## config.mk

```make
export PLATFORM = sky130hd
export DESIGN_NAME = sliding_window_byte_budget
export DESIGN_NICKNAME = d
export VERILOG_FILES = /design/src/rtl/swbb_pkg.sv /design/src/rtl/swbb_fifo.sv /design/src/rtl/swbb_engine.sv /design/src/rtl/sliding_window_byte_budget.sv
export SDC_FILE = /design/constraint.sdc
export NUM_CORES = 2
export LEC_CHECK = 0
export CORE_ASPECT_RATIO = 0.9
export CORE_MARGIN = 2
export CORE_UTILIZATION = 40
export CTS_BUF_LIST = sky130_fd_sc_hd__clkbuf_2 sky130_fd_sc_hd__clkbuf_4 sky130_fd_sc_hd__clkbuf_8
export CTS_CLUSTER_DIAMETER = 30
export DETAILED_ROUTE_END_ITERATION = 10
export DONT_BUFFER_PORTS = 1
export PLACE_DENSITY = 0.6
export SKIP_LAST_GASP = 1
export SYNTH_ARGS = -nofsm -noshare
export SYNTH_HDL_FRONTEND = slang
export SYNTH_SLANG_ARGS = --single-unit
```

## constraint.sdc

```tcl
create_clock -name i_clk -period 10.75 [get_ports i_clk]
set_input_delay 0.5375 -clock i_clk [delete_from_list [all_inputs] [get_ports i_clk]]
set_output_delay 0.5375 -clock i_clk [all_outputs]
set_load 0.03 [all_outputs]
```

## src/rtl/swbb_pkg.sv

```systemverilog
`timescale 1ns / 1ps
`default_nettype none
package swbb_pkg;

    // Function codes of an input item.
    typedef enum logic [2:0] {
        FN_CHARGE   = 3'd0,
        FN_HOLD     = 3'd1,
        FN_RELEASE  = 3'd2,
        FN_PART     = 3'd3,
        FN_REFUND   = 3'd4,
        FN_QUERY    = 3'd5,
        FN_WADD     = 3'd6,
        FN_WREMOVE  = 3'd7
    } t_func;

    // Result status codes.
    typedef enum logic [1:0] {
        ST_OK       = 2'd0,
        ST_REFUSED  = 2'd1,
        ST_FULL     = 2'd2,
        ST_NOTFOUND = 2'd3
    } t_status;

    // Configuration register indexes.
    localparam logic [0:0] CFG_SHARE  = 1'b0;
    localparam logic [0:0] CFG_WINDOW = 1'b1;

    // One request as it travels from the front queue to the engine.
    typedef struct packed {
        t_func       func;
        logic [31:0] amount;
        logic [1:0]  prio;
        logic [47:0] time_now;
        logic [31:0] ticket_id;
    } t_req;

    // One result as it travels from the engine to the output queue.
    typedef struct packed {
        t_status     status;
        logic [31:0] new_ticket;
        logic [31:0] in_window;
    } t_rsp;

    // Engine sequencer states.
    typedef enum logic [2:0] {
        S_IDLE,
        S_SCAN,
        S_DECIDE,
        S_WRITE,
        S_DONE
    } t_state;

endpackage
`default_nettype wire

```

## src/rtl/swbb_fifo.sv

```systemverilog
`timescale 1ns / 1ps
`default_nettype none
// Two-entry register queue; used for both the request and the result side.
module swbb_fifo #(
    parameter int WIDTH = 8
) (
    input  wire logic             i_clk,
    input  wire logic             i_rst_n,
    input  wire logic             i_push,
    input  wire logic [WIDTH-1:0] i_data,
    output logic                  o_full,
    input  wire logic             i_pop,
    output logic                  o_empty,
    output logic [WIDTH-1:0]      o_data
);
    logic [WIDTH-1:0] r_mem [2];
    logic             r_wptr;
    logic             r_rptr;
    logic [1:0]       r_count;
    logic             w_do_push;
    logic             w_do_pop;

    assign o_full    = (r_count == 2'd2);
    assign o_empty   = (r_count == 2'd0);
    assign o_data    = r_mem[r_rptr];
    assign w_do_push = i_push && !o_full;
    assign w_do_pop  = i_pop && !o_empty;

    // Pointer and count bookkeeping.
    always_ff @(posedge i_clk) begin
        if (!i_rst_n) begin
            r_wptr  <= 1'b0;
            r_rptr  <= 1'b0;
            r_count <= 2'd0;
        end else begin
            if (w_do_push) r_wptr <= ~r_wptr;
            if (w_do_pop)  r_rptr <= ~r_rptr;
            r_count <= r_count + {1'b0, w_do_push} - {1'b0, w_do_pop};
        end
    end

    // Storage needs no reset.
    always_ff @(posedge i_clk) begin
        if (w_do_push) r_mem[r_wptr] <= i_data;
    end
endmodule
`default_nettype wire

```

## src/rtl/swbb_engine.sv

```systemverilog
`timescale 1ns / 1ps
`default_nettype none
// Executes one request: scans the slot table one entry per cycle, then
// decides and writes back.
module swbb_engine #(
    parameter int TABLE_DEPTH    = 16,
    parameter int NUM_PRIORITIES = 4
) (
    input  wire logic          i_clk,
    input  wire logic          i_rst_n,
    input  wire logic [31:0]   i_share,
    input  wire logic [31:0]   i_window,
    input  wire logic          i_req_avail,
    input  wire swbb_pkg::t_req i_req,
    output logic               o_req_take,
    input  wire logic          i_rsp_full,
    output logic               o_rsp_push,
    output swbb_pkg::t_rsp     o_rsp
);
    localparam int IW = (TABLE_DEPTH > 1) ? $clog2(TABLE_DEPTH) : 1;
    localparam int CW = $clog2(TABLE_DEPTH + 1);

    swbb_pkg::t_state r_state, n_state;
    swbb_pkg::t_req   r_req;
    logic [CW-1:0]    r_idx;
    logic [TABLE_DEPTH-1:0] r_valid;
    logic [31:0]      r_slot_id    [TABLE_DEPTH];
    logic             r_slot_open  [TABLE_DEPTH];
    logic [47:0]      r_slot_end   [TABLE_DEPTH];
    logic [31:0]      r_slot_bytes [TABLE_DEPTH];
    logic [7:0]       r_waiter [NUM_PRIORITIES];
    logic [31:0]      r_id_counter;
    logic [32:0]      r_sum;
    logic             r_found;
    logic [IW-1:0]    r_match;
    logic             r_free_ok;
    logic [IW-1:0]    r_free;
    logic             r_early;
    swbb_pkg::t_rsp   r_rsp;

    logic [IW-1:0]    w_i;
    logic             w_scan_sum;
    logic             w_expired;
    logic [48:0]      w_limit;
    logic             w_urgent;
    logic             w_refuse;
    logic [32:0]      w_total;
    logic [31:0]      w_mbytes;
    logic [31:0]      w_part;
    logic             w_do_take;
    logic             w_do_part;

    assign w_i        = r_idx[IW-1:0];
    assign w_scan_sum = (r_req.func == swbb_pkg::FN_CHARGE) ||
                        (r_req.func == swbb_pkg::FN_HOLD) ||
                        (r_req.func == swbb_pkg::FN_QUERY);
    assign w_limit    = {1'b0, r_slot_end[w_i]} + {17'd0, i_window};
    assign w_expired  = !r_slot_open[w_i] && (w_limit <= {1'b0, r_req.time_now});
    assign w_mbytes   = r_slot_bytes[r_match];
    assign w_part     = (r_req.amount < w_mbytes) ? r_req.amount : w_mbytes;
    assign w_total    = {1'b0, r_rsp.in_window} + {1'b0, r_req.amount};

    // A more urgent waiter exists.
    always_comb begin
        w_urgent = 1'b0;
        for (int p = 0; p < NUM_PRIORITIES; p++) begin
            if ((p < 4) && (2'(p) < r_req.prio) && (r_waiter[p] != 8'd0)) w_urgent = 1'b1;
        end
    end

    // A charge or hold that is refused before any entry is looked at.
    assign w_refuse = (r_idx == '0) &&
                      ((r_req.func == swbb_pkg::FN_CHARGE) ||
                       (r_req.func == swbb_pkg::FN_HOLD)) &&
                      ((r_req.amount > i_share) || w_urgent);

    // Next state and handshakes.
    always_comb begin
        n_state    = r_state;
        o_req_take = 1'b0;
        o_rsp_push = 1'b0;
        case (r_state)
            swbb_pkg::S_IDLE: begin
                if (i_req_avail) begin
                    o_req_take = 1'b1;
                    n_state    = swbb_pkg::S_SCAN;
                end
            end
            swbb_pkg::S_SCAN: begin
                if (r_early || (r_idx == CW'(TABLE_DEPTH - 1))) n_state = swbb_pkg::S_DECIDE;
            end
            swbb_pkg::S_DECIDE: n_state = swbb_pkg::S_WRITE;
            swbb_pkg::S_WRITE:  n_state = swbb_pkg::S_DONE;
            swbb_pkg::S_DONE: begin
                if (!i_rsp_full) begin
                    o_rsp_push = 1'b1;
                    n_state    = swbb_pkg::S_IDLE;
                end
            end
            default: n_state = swbb_pkg::S_IDLE;
        endcase
    end

    assign o_rsp = r_rsp;

    always_ff @(posedge i_clk) begin
        if (!i_rst_n) r_state <= swbb_pkg::S_IDLE;
        else          r_state <= n_state;
    end

    // Control state: valid bits, id counter, waiter counts.
    always_ff @(posedge i_clk) begin
        if (!i_rst_n) begin
            r_valid      <= '0;
            r_id_counter <= 32'd0;
            for (int p = 0; p < NUM_PRIORITIES; p++) r_waiter[p] <= 8'd0;
        end else begin
            if ((r_state == swbb_pkg::S_SCAN) && !r_early && !w_refuse && w_scan_sum &&
                r_valid[w_i] && w_expired) begin
                r_valid[w_i] <= 1'b0;
            end
            if ((r_state == swbb_pkg::S_WRITE) && (w_do_take || w_do_part)) begin
                r_valid[r_free] <= 1'b1;
                r_id_counter    <= r_id_counter + 32'd1;
            end
            if (r_state == swbb_pkg::S_DECIDE) begin
                for (int p = 0; p < NUM_PRIORITIES; p++) begin
                    if ((p < 4) && (2'(p) == r_req.prio)) begin
                        if ((r_req.func == swbb_pkg::FN_WADD) && (r_waiter[p] != 8'hFF))
                            r_waiter[p] <= r_waiter[p] + 8'd1;
                        if ((r_req.func == swbb_pkg::FN_WREMOVE) && (r_waiter[p] != 8'd0))
                            r_waiter[p] <= r_waiter[p] - 8'd1;
                    end
                end
            end
        end
    end

    // Datapath: request capture, scan accumulation, decision and writeback.
    always_ff @(posedge i_clk) begin
        case (r_state)
            swbb_pkg::S_IDLE: begin
                r_req     <= i_req;
                r_idx     <= '0;
                r_sum     <= '0;
                r_found   <= 1'b0;
                r_match   <= '0;
                r_free_ok <= 1'b0;
                r_free    <= '0;
                r_early   <= 1'b0;
                r_rsp     <= '0;
            end
            swbb_pkg::S_SCAN: begin
                if (w_refuse) begin
                    r_early <= 1'b1;
                end else begin
                    r_idx <= r_idx + CW'(1);
                    if (r_valid[w_i] && !(w_scan_sum && w_expired)) begin
                        if (r_sum[32] == 1'b0)
                            r_sum <= r_sum + {1'b0, r_slot_bytes[w_i]};
                        if (!r_found && (r_slot_id[w_i] == r_req.ticket_id)) begin
                            r_found <= 1'b1;
                            r_match <= w_i;
                        end
                    end else if (!r_free_ok) begin
                        r_free_ok <= 1'b1;
                        r_free    <= w_i;
                    end
                end
            end
            swbb_pkg::S_DECIDE: begin
                r_rsp.in_window <= r_sum[32] ? 32'hFFFF_FFFF : r_sum[31:0];
            end
            swbb_pkg::S_WRITE: begin
                case (r_req.func)
                    swbb_pkg::FN_CHARGE, swbb_pkg::FN_HOLD: begin
                        if (r_early) begin
                            r_rsp.status    <= swbb_pkg::ST_REFUSED;
                            r_rsp.in_window <= 32'd0;
                        end else if (w_total > {1'b0, i_share}) begin
                            r_rsp.status <= swbb_pkg::ST_REFUSED;
                        end else if (!r_free_ok) begin
                            r_rsp.status <= swbb_pkg::ST_FULL;
                        end else begin
                            r_rsp.new_ticket        <= r_id_counter;
                            r_slot_id[r_free]       <= r_id_counter;
                            r_slot_open[r_free]     <= (r_req.func == swbb_pkg::FN_HOLD);
                            r_slot_end[r_free]      <= (r_req.func == swbb_pkg::FN_HOLD) ?
                                                       48'd0 : r_req.time_now;
                            r_slot_bytes[r_free]    <= r_req.amount;
                        end
                    end
                    swbb_pkg::FN_RELEASE: begin
                        r_rsp.in_window <= 32'd0;
                        if (!r_found) r_rsp.status <= swbb_pkg::ST_NOTFOUND;
                        else begin
                            r_slot_open[r_match] <= 1'b0;
                            r_slot_end[r_match]  <= r_req.time_now;
                        end
                    end
                    swbb_pkg::FN_PART: begin
                        r_rsp.in_window <= 32'd0;
                        if (!r_found) r_rsp.status <= swbb_pkg::ST_NOTFOUND;
                        else if (!r_free_ok) r_rsp.status <= swbb_pkg::ST_FULL;
                        else begin
                            r_slot_bytes[r_match] <= w_mbytes - w_part;
                            r_rsp.new_ticket      <= r_id_counter;
                            r_slot_id[r_free]     <= r_id_counter;
                            r_slot_open[r_free]   <= 1'b0;
                            r_slot_end[r_free]    <= r_req.time_now;
                            r_slot_bytes[r_free]  <= w_part;
                        end
                    end
                    swbb_pkg::FN_REFUND: begin
                        r_rsp.in_window <= 32'd0;
                        if (!r_found) r_rsp.status <= swbb_pkg::ST_NOTFOUND;
                        else r_slot_bytes[r_match] <= w_mbytes - w_part;
                    end
                    swbb_pkg::FN_QUERY: ;
                    default: r_rsp.in_window <= 32'd0;
                endcase
            end
            default: ;
        endcase
    end

    // Take flags for the counter update, evaluated in the write cycle.
    always_comb begin
        w_do_take = 1'b0;
        w_do_part = 1'b0;
        if ((r_req.func == swbb_pkg::FN_CHARGE) || (r_req.func == swbb_pkg::FN_HOLD))
            w_do_take = !r_early && !(w_total > {1'b0, i_share}) && r_free_ok;
        if (r_req.func == swbb_pkg::FN_PART)
            w_do_part = r_found && r_free_ok;
    end
endmodule
`default_nettype wire

```

## src/rtl/sliding_window_byte_budget.sv

```systemverilog
`timescale 1ns / 1ps
`default_nettype none
// Flow: the engine takes a request, scans the slot table one slot per cycle
// (a charge or hold refused up front ends the scan at once), decides, writes
// back and pushes the result, waiting while the result queue is full; it takes
// no new request until that result is pushed. Two-entry queue each side.
// Reset: synchronous active low; clears slots, id counter and waiter counts,
// and loads share 65536 and window 1000.
module sliding_window_byte_budget #(
    parameter int TABLE_DEPTH    = 16,
    parameter int NUM_PRIORITIES = 4
) (
    input  wire logic        i_clk,
    input  wire logic        i_rst_n,
    input  wire logic        push,
    output logic             full,
    input  wire logic [2:0]  i_func,
    input  wire logic [31:0] i_amount,
    input  wire logic [1:0]  i_priority_req,
    input  wire logic [47:0] i_time_now,
    input  wire logic [31:0] i_ticket_id,
    output logic             empty,
    input  wire logic        pop,
    output logic [1:0]       o_status,
    output logic [31:0]      o_new_ticket,
    output logic [31:0]      o_in_window,
    input  wire logic        i_cfg_valid,
    output logic             o_cfg_ready,
    input  wire logic [0:0]  i_cfg_index,
    input  wire logic [31:0] i_cfg_data
);
    localparam int REQ_W = $bits(swbb_pkg::t_req);
    localparam int RSP_W = $bits(swbb_pkg::t_rsp);

    logic [31:0]     r_share;
    logic [31:0]     r_window;
    swbb_pkg::t_req  w_in_req;
    swbb_pkg::t_req  w_q_req;
    swbb_pkg::t_rsp  w_e_rsp;
    swbb_pkg::t_rsp  w_o_rsp;
    logic            w_req_empty;
    logic            w_req_take;
    logic            w_rsp_full;
    logic            w_rsp_push;

    // Configuration registers.
    assign o_cfg_ready = 1'b1;
    always_ff @(posedge i_clk) begin
        if (!i_rst_n) begin
            r_share  <= 32'd65536;
            r_window <= 32'd1000;
        end else if (i_cfg_valid) begin
            if (i_cfg_index == swbb_pkg::CFG_SHARE)  r_share  <= i_cfg_data;
            if (i_cfg_index == swbb_pkg::CFG_WINDOW) r_window <= i_cfg_data;
        end
    end

    assign w_in_req.func      = swbb_pkg::t_func'(i_func);
    assign w_in_req.amount    = i_amount;
    assign w_in_req.prio      = i_priority_req;
    assign w_in_req.time_now  = i_time_now;
    assign w_in_req.ticket_id = i_ticket_id;

    // Front: request queue.
    swbb_fifo #(.WIDTH(REQ_W)) u_req_q (
        .i_clk(i_clk), .i_rst_n(i_rst_n),
        .i_push(push), .i_data(w_in_req), .o_full(full),
        .i_pop(w_req_take), .o_empty(w_req_empty), .o_data(w_q_req)
    );

    // Back: table engine.
    swbb_engine #(.TABLE_DEPTH(TABLE_DEPTH), .NUM_PRIORITIES(NUM_PRIORITIES)) u_engine (
        .i_clk(i_clk), .i_rst_n(i_rst_n),
        .i_share(r_share), .i_window(r_window),
        .i_req_avail(!w_req_empty), .i_req(w_q_req), .o_req_take(w_req_take),
        .i_rsp_full(w_rsp_full), .o_rsp_push(w_rsp_push), .o_rsp(w_e_rsp)
    );

    // Result queue.
    swbb_fifo #(.WIDTH(RSP_W)) u_rsp_q (
        .i_clk(i_clk), .i_rst_n(i_rst_n),
        .i_push(w_rsp_push), .i_data(w_e_rsp), .o_full(w_rsp_full),
        .i_pop(pop), .o_empty(empty), .o_data(w_o_rsp)
    );

    assign o_status     = w_o_rsp.status;
    assign o_new_ticket = w_o_rsp.new_ticket;
    assign o_in_window  = w_o_rsp.in_window;
endmodule
`default_nettype wire

```

Word-level counts from Yosys, hierarchy flattened

Memories as Yosys holds them, arrays and structs flattened. A register that Yosys moved wholly into a read port is not among the register bits.
Index checks and enable logic that the tools add are counted.

Register bits after elaboration: 238
Latch bits: 0
Memory bits (writable): 2206
Memory bits (read-only): 0
Output and inout port bits: 69
Word-level logic and storage cells: 354
Memories kept: 7

Add/subtract/negate cells: 18
$mul: 0
Divide/modulo/power cells: 0
Magnitude comparators: 12
Equal/unequal tests: 41
Shifts and indexed selects: 0
Mux-type cells: 152
Bitwise gates (word level): 24
Reductions and logical operators: 78

Memories:

| memory                | depth | bits a word | rd ports | clocked after memory_dff | write ports | RTL line          | source |
|---|---|---|---|---|---|---|---|
| u_engine.r_slot_end   | 16    | 48          | 1        | 1                        | 1           | swbb_engine.sv:29 | `logic [47:0] r_slot_end [TABLE_DEPTH];` |
| u_engine.r_slot_bytes | 16    | 32          | 2        | 2                        | 2           | swbb_engine.sv:30 | `logic [31:0] r_slot_bytes [TABLE_DEPTH];` |
| u_engine.r_slot_id    | 16    | 32          | 1        | 1                        | 1           | swbb_engine.sv:27 | `logic [31:0] r_slot_id [TABLE_DEPTH];` |
| u_req_q.r_mem         | 2     | 117         | 1        | 1                        | 1           | swbb_fifo.sv:16   | `logic [WIDTH-1:0] r_mem [2];` |
| u_rsp_q.r_mem         | 2     | 66          | 1        | 1                        | 1           | swbb_fifo.sv:16   |  |
| u_engine.r_waiter     | 4     | 8           | 4        | 0                        | 4           | swbb_engine.sv:31 | `logic [7:0] r_waiter [NUM_PRIORITIES];` |
| 1 more memories       | n/a   | n/a         | n/a      | n/a                      | n/a         | n/a               |  |

Operators by type and width:

| cell                                                            | number |
|---|---|
| 32-bit 2-to-1 mux                                               | 10 |
| 48-bit 2-to-1 mux                                               | 3 |
| 32-bit one-hot mux with 2 select lines                          | 2 |
| 33-bit 2-to-1 mux                                               | 3 |
| 32-bit one-hot mux with 3 select lines                          | 1 |
| 1-bit 2-to-1 mux                                                | 87 |
| 34-bit one-hot mux with 2 select lines                          | 1 |
| 33-bit one-hot mux with 2 select lines                          | 1 |
| 8-bit 2-to-1 mux                                                | 8 |
| 4-bit 2-to-1 mux                                                | 13 |
| 48-bit by 32-bit adder with 49-bit output                       | 1 |
| 49-bit by 48-bit <= comparator with 1-bit output                | 1 |
| 16-bit 2-to-1 mux                                               | 3 |
| 48-bit OR reduction                                             | 1 |
| 32-bit by 32-bit adder with 33-bit output                       | 1 |
| 33-bit by 32-bit adder with 33-bit output                       | 1 |
| 33-bit by 32-bit greater-than comparator with 1-bit output      | 1 |
| 1-bit logical AND                                               | 33 |
| 32-bit by 1-bit adder with 32-bit output, second input constant | 1 |
| 8-bit by 1-bit adder with 8-bit output, second input constant   | 4 |
| 32-bit equality test                                            | 1 |
| 32-bit greater-than comparator                                  | 1 |
| 32-bit less-than comparator                                     | 1 |
| 8-bit != test, second input constant                            | 4 |
| other kinds (52)                                                | 142 |

Longest topological paths before layout

An unclocked memory read counts as a cell.

Depth after elaboration: 18
Mapped depth: 33
Depth with buffers taken out: 25

By module

From an unflattened synthesis, not the netlist that was laid out.

Cell total of the unflattened synthesis: 7458
Area total of the unflattened synthesis: 120304.1 sq um

By module, submodules not included:

| module                     | times used | cells each | area each (sq um) |
|---|---|---|---|
| swbb_engine                | 1          | 6578       | 103860.9 |
| swbb_fifo (u_req_q)        | 1          | 391        | 8787.2 |
| swbb_fifo (u_rsp_q)        | 1          | 232        | 5157.4 |
| sliding_window_byte_budget | 1          | 257        | 2498.6 |

Worst setup path before layout

Ideal clock, no wire load.

Path type: flip-flop to flip-flop
Start: register u_engine.r_state[0]
End: register u_req_q.r_count[0]
Library setup time: 115 ps
Arrival time: 9892 ps
Data required time: 10635 ps
Path slack: 743 ps
Cell stages (with the launch flop): 8
Clock period less this slack: 10007 ps
Cells stage by stage: dfxtp_1 -> buf_2 -> nor3_1 -> o21a_1 -> ha_1 -> inv_1 -> ha_1 -> and2_1

Word-level cells in the longest chain between the ends: 4

Ends and longest elaborated chain:

| element                                     | RTL line           | source |
|---|---|---|
| start, declared                             | swbb_engine.sv:23  | `swbb_pkg::t_state r_state, n_state;` |
| start signal, assigned                      | swbb_engine.sv:107 | `if (!i_rst_n) r_state <= swbb_pkg::S_IDLE;` |
| start signal, assigned                      | swbb_engine.sv:108 | `else r_state <= n_state;` |
| 3-bit zero test                             | swbb_engine.sv:82  | `case (r_state)` |
| 1-bit 2-to-1 mux                            | swbb_engine.sv:82  |  |
| 1-bit logical AND                           | swbb_fifo.sv:27    | `assign w_do_pop = i_pop && !o_empty;` |
| named net u_req_q.w_do_pop                  | swbb_fifo.sv:21    | `logic w_do_pop;` |
| 2-bit by 1-bit subtractor with 2-bit output | swbb_fifo.sv:38    | `r_count <= r_count + {1'b0, w_do_push} - {1'b0, w_do_pop};` |
| end signal, assigned                        | swbb_fifo.sv:38    |  |
| end, declared                               | swbb_fifo.sv:19    | `logic [1:0] r_count;` |

The timed path passes the listed nets, and every way through them passes these cells.
A chain may end at the register's enable or synchronous reset.

==> flow_metrics.py <==
metrics = {
    "run_status": {
        "run_status": "completed",
    },
    "die": {
        "die_w_um": 576,
        "design.die.area_mm2": 0.299,
        "initial_core_util_pct": 40.1,
        "ios": 224,
        "placement_rows": 189,
        "placeableCoreArea_mm2": 0.294,
        "die_h_um": 519,
    },
    "placement": {
        "placed_cells": 11100,
        "gpl.final_weighted_congestion": 0.901,
        "post-dp-hpwl_um": 218000,
        "dpl_cell_area_mm2": 0.123,
        "dp_worst_setup_slack_ps": 2160,
        "portBuffers": 0,
    },
    "synthesis": {
        "syn-num-nets": 7848,
        "ys_async_sr_fraction_pct": 0,
        "post_synth.cell_area_avg_um2": 16.0,
        "synth_top_cells_by_area": "sky130_fd_sc_hd__edfxtp_1 62%, sky130_fd_sc_hd__mux4_2 12%, sky130_fd_sc_hd__mux2i_1 3.4%",
        "synth_ff_type": "sky130_fd_sc_hd__edfxtp_1",
        "synth_largest_type_area_fraction_pct": 61.9,
        "synth.yosys.seq_area_share_pct": 64.1,
        "synthesis.area_mm2": 0.118,
        "synth.distinct_cells": 97,
        "synthCells": 7388,
        "synth-edff-count": 2430,
        "register_bit_count_reported_by_yosys": 2562,
        "yosysTopAreaCell": "sky130_fd_sc_hd__edfxtp_1",
        "synthesis.yosys.warnings": 0,
    },
    "clock_tree": {
        "insertion_delay_ps": 1150,
        "clock_tree.htree_level_count": 6,
        "cts_tree": "yes",
        "clk_path_buf_depth": 4,
        "path_clk_slew_ps": 60,
        "cts-buffers-inserted": 543,
        "cts.root.buffer_cell": "sky130_fd_sc_hd__clkbuf_8",
        "postCtsResizedCells": 0,
        "cts.sinks": 2562,
    },
    "power": {
        "ir_worst_vdd_v": 0.000285,
        "power_density_mw_per_mm2": 301,
        "cellLeakagePower_nw": 48.1,
    },
    "global_routing": {
        "globalRouteTotalUtil_pct": 23.4,
        "global_route_wire_length_before_repair_um": 509000,
        "antenna_violations_before_repair": 30,
        "number_of_global_route_vias_before_repair": 71600,
        "pin_count_of_the_biggest_net_entering_global_routing": 94,
        "global_route.overflow_total": 0,
    },
    "routing": {
        "routed_wl_um": 359000,
        "drc_errors_left": 0,
        "final_ant_viol_nets": 0,
        "dr_total_vias": 72600,
        "initialDrtViolationCount": 8983,
        "drt-wirelength-per-cell_um": 29.1,
        "detail_route.first_pass.iterations": 8,
        "avgViaCountPerCell": 5.89,
    },
    "critical_path": {
        "critPathLaunchType": "flop",
        "worst_path_max_delay_cell": "sky130_fd_sc_hd__o21ai_4",
        "max_stage_delay_ps": 980,
        "critical_path_arrival_ps": 9610,
        "critical_path.endpoint_type": "flop",
        "worst_ep_required_time_ps": 11500,
        "critPathKind": "reg -> reg",
        "critical_path.cell_chain": "ha_1 > a211oi_1 > o21ai_0 > a31oi_1 > o211ai_1 > a2111oi_0 > o31a_1 > o21ai_1 > a21o_1 > xor2_1 > ha_1 > and4_1 > and3_1 > nor4bb_1 > a21oi_1 > a2111o_1 > nor2_1 > nand4_1 > and2_2 > buf_4 > or3_1 > o21ai_4 > buf_4",
        "critPathMaxFanout": 60,
    },
    "worst_hold_path": {
        "tightest_hold_check_type": "in -> reg",
    },
    "timing": {
        "setup_slack_ps": 1880,
        "rsz0062_at_grt": "false",
        "setup-violations-final": 0,
        "setup_tns_ps": 0,
        "whs_ps": 103,
        "number_of_max_slew_violations_in_the_final_report": 0,
        "slew_headroom_pct": 8.63,
        "final_hold_violation_count": 0,
        "fin_worst_skew_ps": 70.4,
        "finalCritPeriodShare_pct": 82.5,
        "period_minus_slack_ps": 8870,
        "timing.fmax_mhz": 113,
        "actual_slew_at_the_worst_max_slew_pin_ps": 1370,
    },
    "final_layout": {
        "layout_commonest_cell": "sky130_fd_sc_hd__edfxtp_1",
        "layout_cell_share_with_drive_strength_beyond_1_pct": 24.9,
        "layout.cells.non_filler": 12300,
        "final_cell_area_mm2": 0.138,
        "syn2layout_area_growth_pct": 17.0,
        "final_cell_mix": "2,430 x sky130_fd_sc_hd__edfxtp_1, 639 x sky130_fd_sc_hd__mux4_2, 564 x sky130_fd_sc_hd__clkbuf_8",
        "fillerInstances": 25000,
        "nNetsFinal": 8437,
    },
    "job": {
        "timing.max_cap.violations": 0,
    },
}
-- sequential cells by signal, summed over array words and instances (netlist names), 24 cells and up, named ones only --
name                   cells
r_window                  32
u_engine.r_waiter         24
u_rsp_q.r_mem            132
u_engine.r_req           117
u_engine.r_slot_end      768
u_engine.r_sum            33
u_engine.r_id_counter     32
u_req_q.r_mem            234
r_share                   32
u_engine.r_slot_id       512
u_engine.o_rsp            66
u_engine.r_slot_bytes    512
-- cell families after synthesis --
logic type / Yosys count / synth area share, %
AND/OR/NAND/NOR: 1348 / 5.20
XOR/XNOR: 188 / 1.40
adder cells (fa/ha/maj): 305 / 3.28
multiplexers: 1274 / 18.1
AO/OA/AOI/OAI: 1078 / 5.71
other: 1 / 0.00318
buffers and inverters: 632 / 2.21
flip-flops: 2562 / 64.1
-- what timing repair did --
item / in CTS / in global routing
hold buffers: 272 / 0
hold endpoints to repair: 398 / 0
endpoints found under the setup margin: 0 / 0
buffers inserted: 0 / 0
-- synth_stat cells (56+ instances only) --
master,number
sky130_fd_sc_hd__mux4_2,639
sky130_fd_sc_hd__inv_1,197
sky130_fd_sc_hd__mux2_2,212
sky130_fd_sc_hd__o21a_1,60
sky130_fd_sc_hd__o21ai_0,103
sky130_fd_sc_hd__ha_1,298
sky130_fd_sc_hd__xnor2_1,122
sky130_fd_sc_hd__edfxtp_1,2430
sky130_fd_sc_hd__buf_1,60
sky130_fd_sc_hd__nor2_1,582
sky130_fd_sc_hd__mux2i_1,402
sky130_fd_sc_hd__a21o_1,95
sky130_fd_sc_hd__dfxtp_1,132
sky130_fd_sc_hd__nor3_1,56
sky130_fd_sc_hd__clkbuf_1,305
sky130_fd_sc_hd__a21oi_1,504
sky130_fd_sc_hd__xor2_1,66
sky130_fd_sc_hd__nand2_1,336
sky130_fd_sc_hd__nand3_1,62
-- power by group --
group	switching, mW	internal, mW
clock	4.68	6.73
combinational	10.6	5.98
sequential	0.868	12.7
-- area by class of cell --
type                    count  area [um2]  share of cell area, %
inverters                 201         761                  0.551
diodes                      9        22.5                 0.0163
well taps                3915        4900                   3.55
flip-flops and latches   2562       75600                   54.8
clock inverters           320        3480                   2.52
clock buffers             662        8500                   6.16
repair buffers            475        4380                   3.18
multi-input cells        4194       40300                   29.2
-- per-stage QoR --
step | power, mW | util, %
after detailed placement | 29.9 | 41.9
after floorplan | 24.7 | -
after global placement | 29.6 | 41.9
after CTS | 41.4 | 46.9
final | 41.5 | 46.9
after global routing | 43.5 | 46.9
-- layer usage --
layer | vias up | global-route usage, % | share of wire (%)
li1 | 30600 | - | -
met1 | 37500 | 32.7 | 41
met2 | 3835 | 36.6 | 46
met3 | 728 | 4.52 | 9.0
met4 | 4 | 8.22 | 3.5
met5 | - | 0 | 0.0095
-- path summary, 6_finish.rpt --
kind / to / depth (start not counted) / start / slack [ps]
max: u_engine.r_slot_bytes[4][12] / 23 / u_engine.r_req[84] / 1880
min: u_req_q.r_mem[1][68] / 1 / i_time_now[36] / 100
max reg2reg: u_engine.r_slot_bytes[4][12] / 23 / u_engine.r_req[84] / 1880
min reg2reg: r_share[6] / 2 / r_share[6] / 460
-- worst max-delay path: cells and delay by family, from the launching register on --
kind	cells	cell delay (ps)
AOI/OAI and AO/OA	11	3940
adders and majority gates	2	650
xor gates and xnor gates	1	160
buffers and inverters	2	850
and+or+nand+nor	7	2280
DFF	1	570
Note: power is estimated with default switching activity, not from simulation.
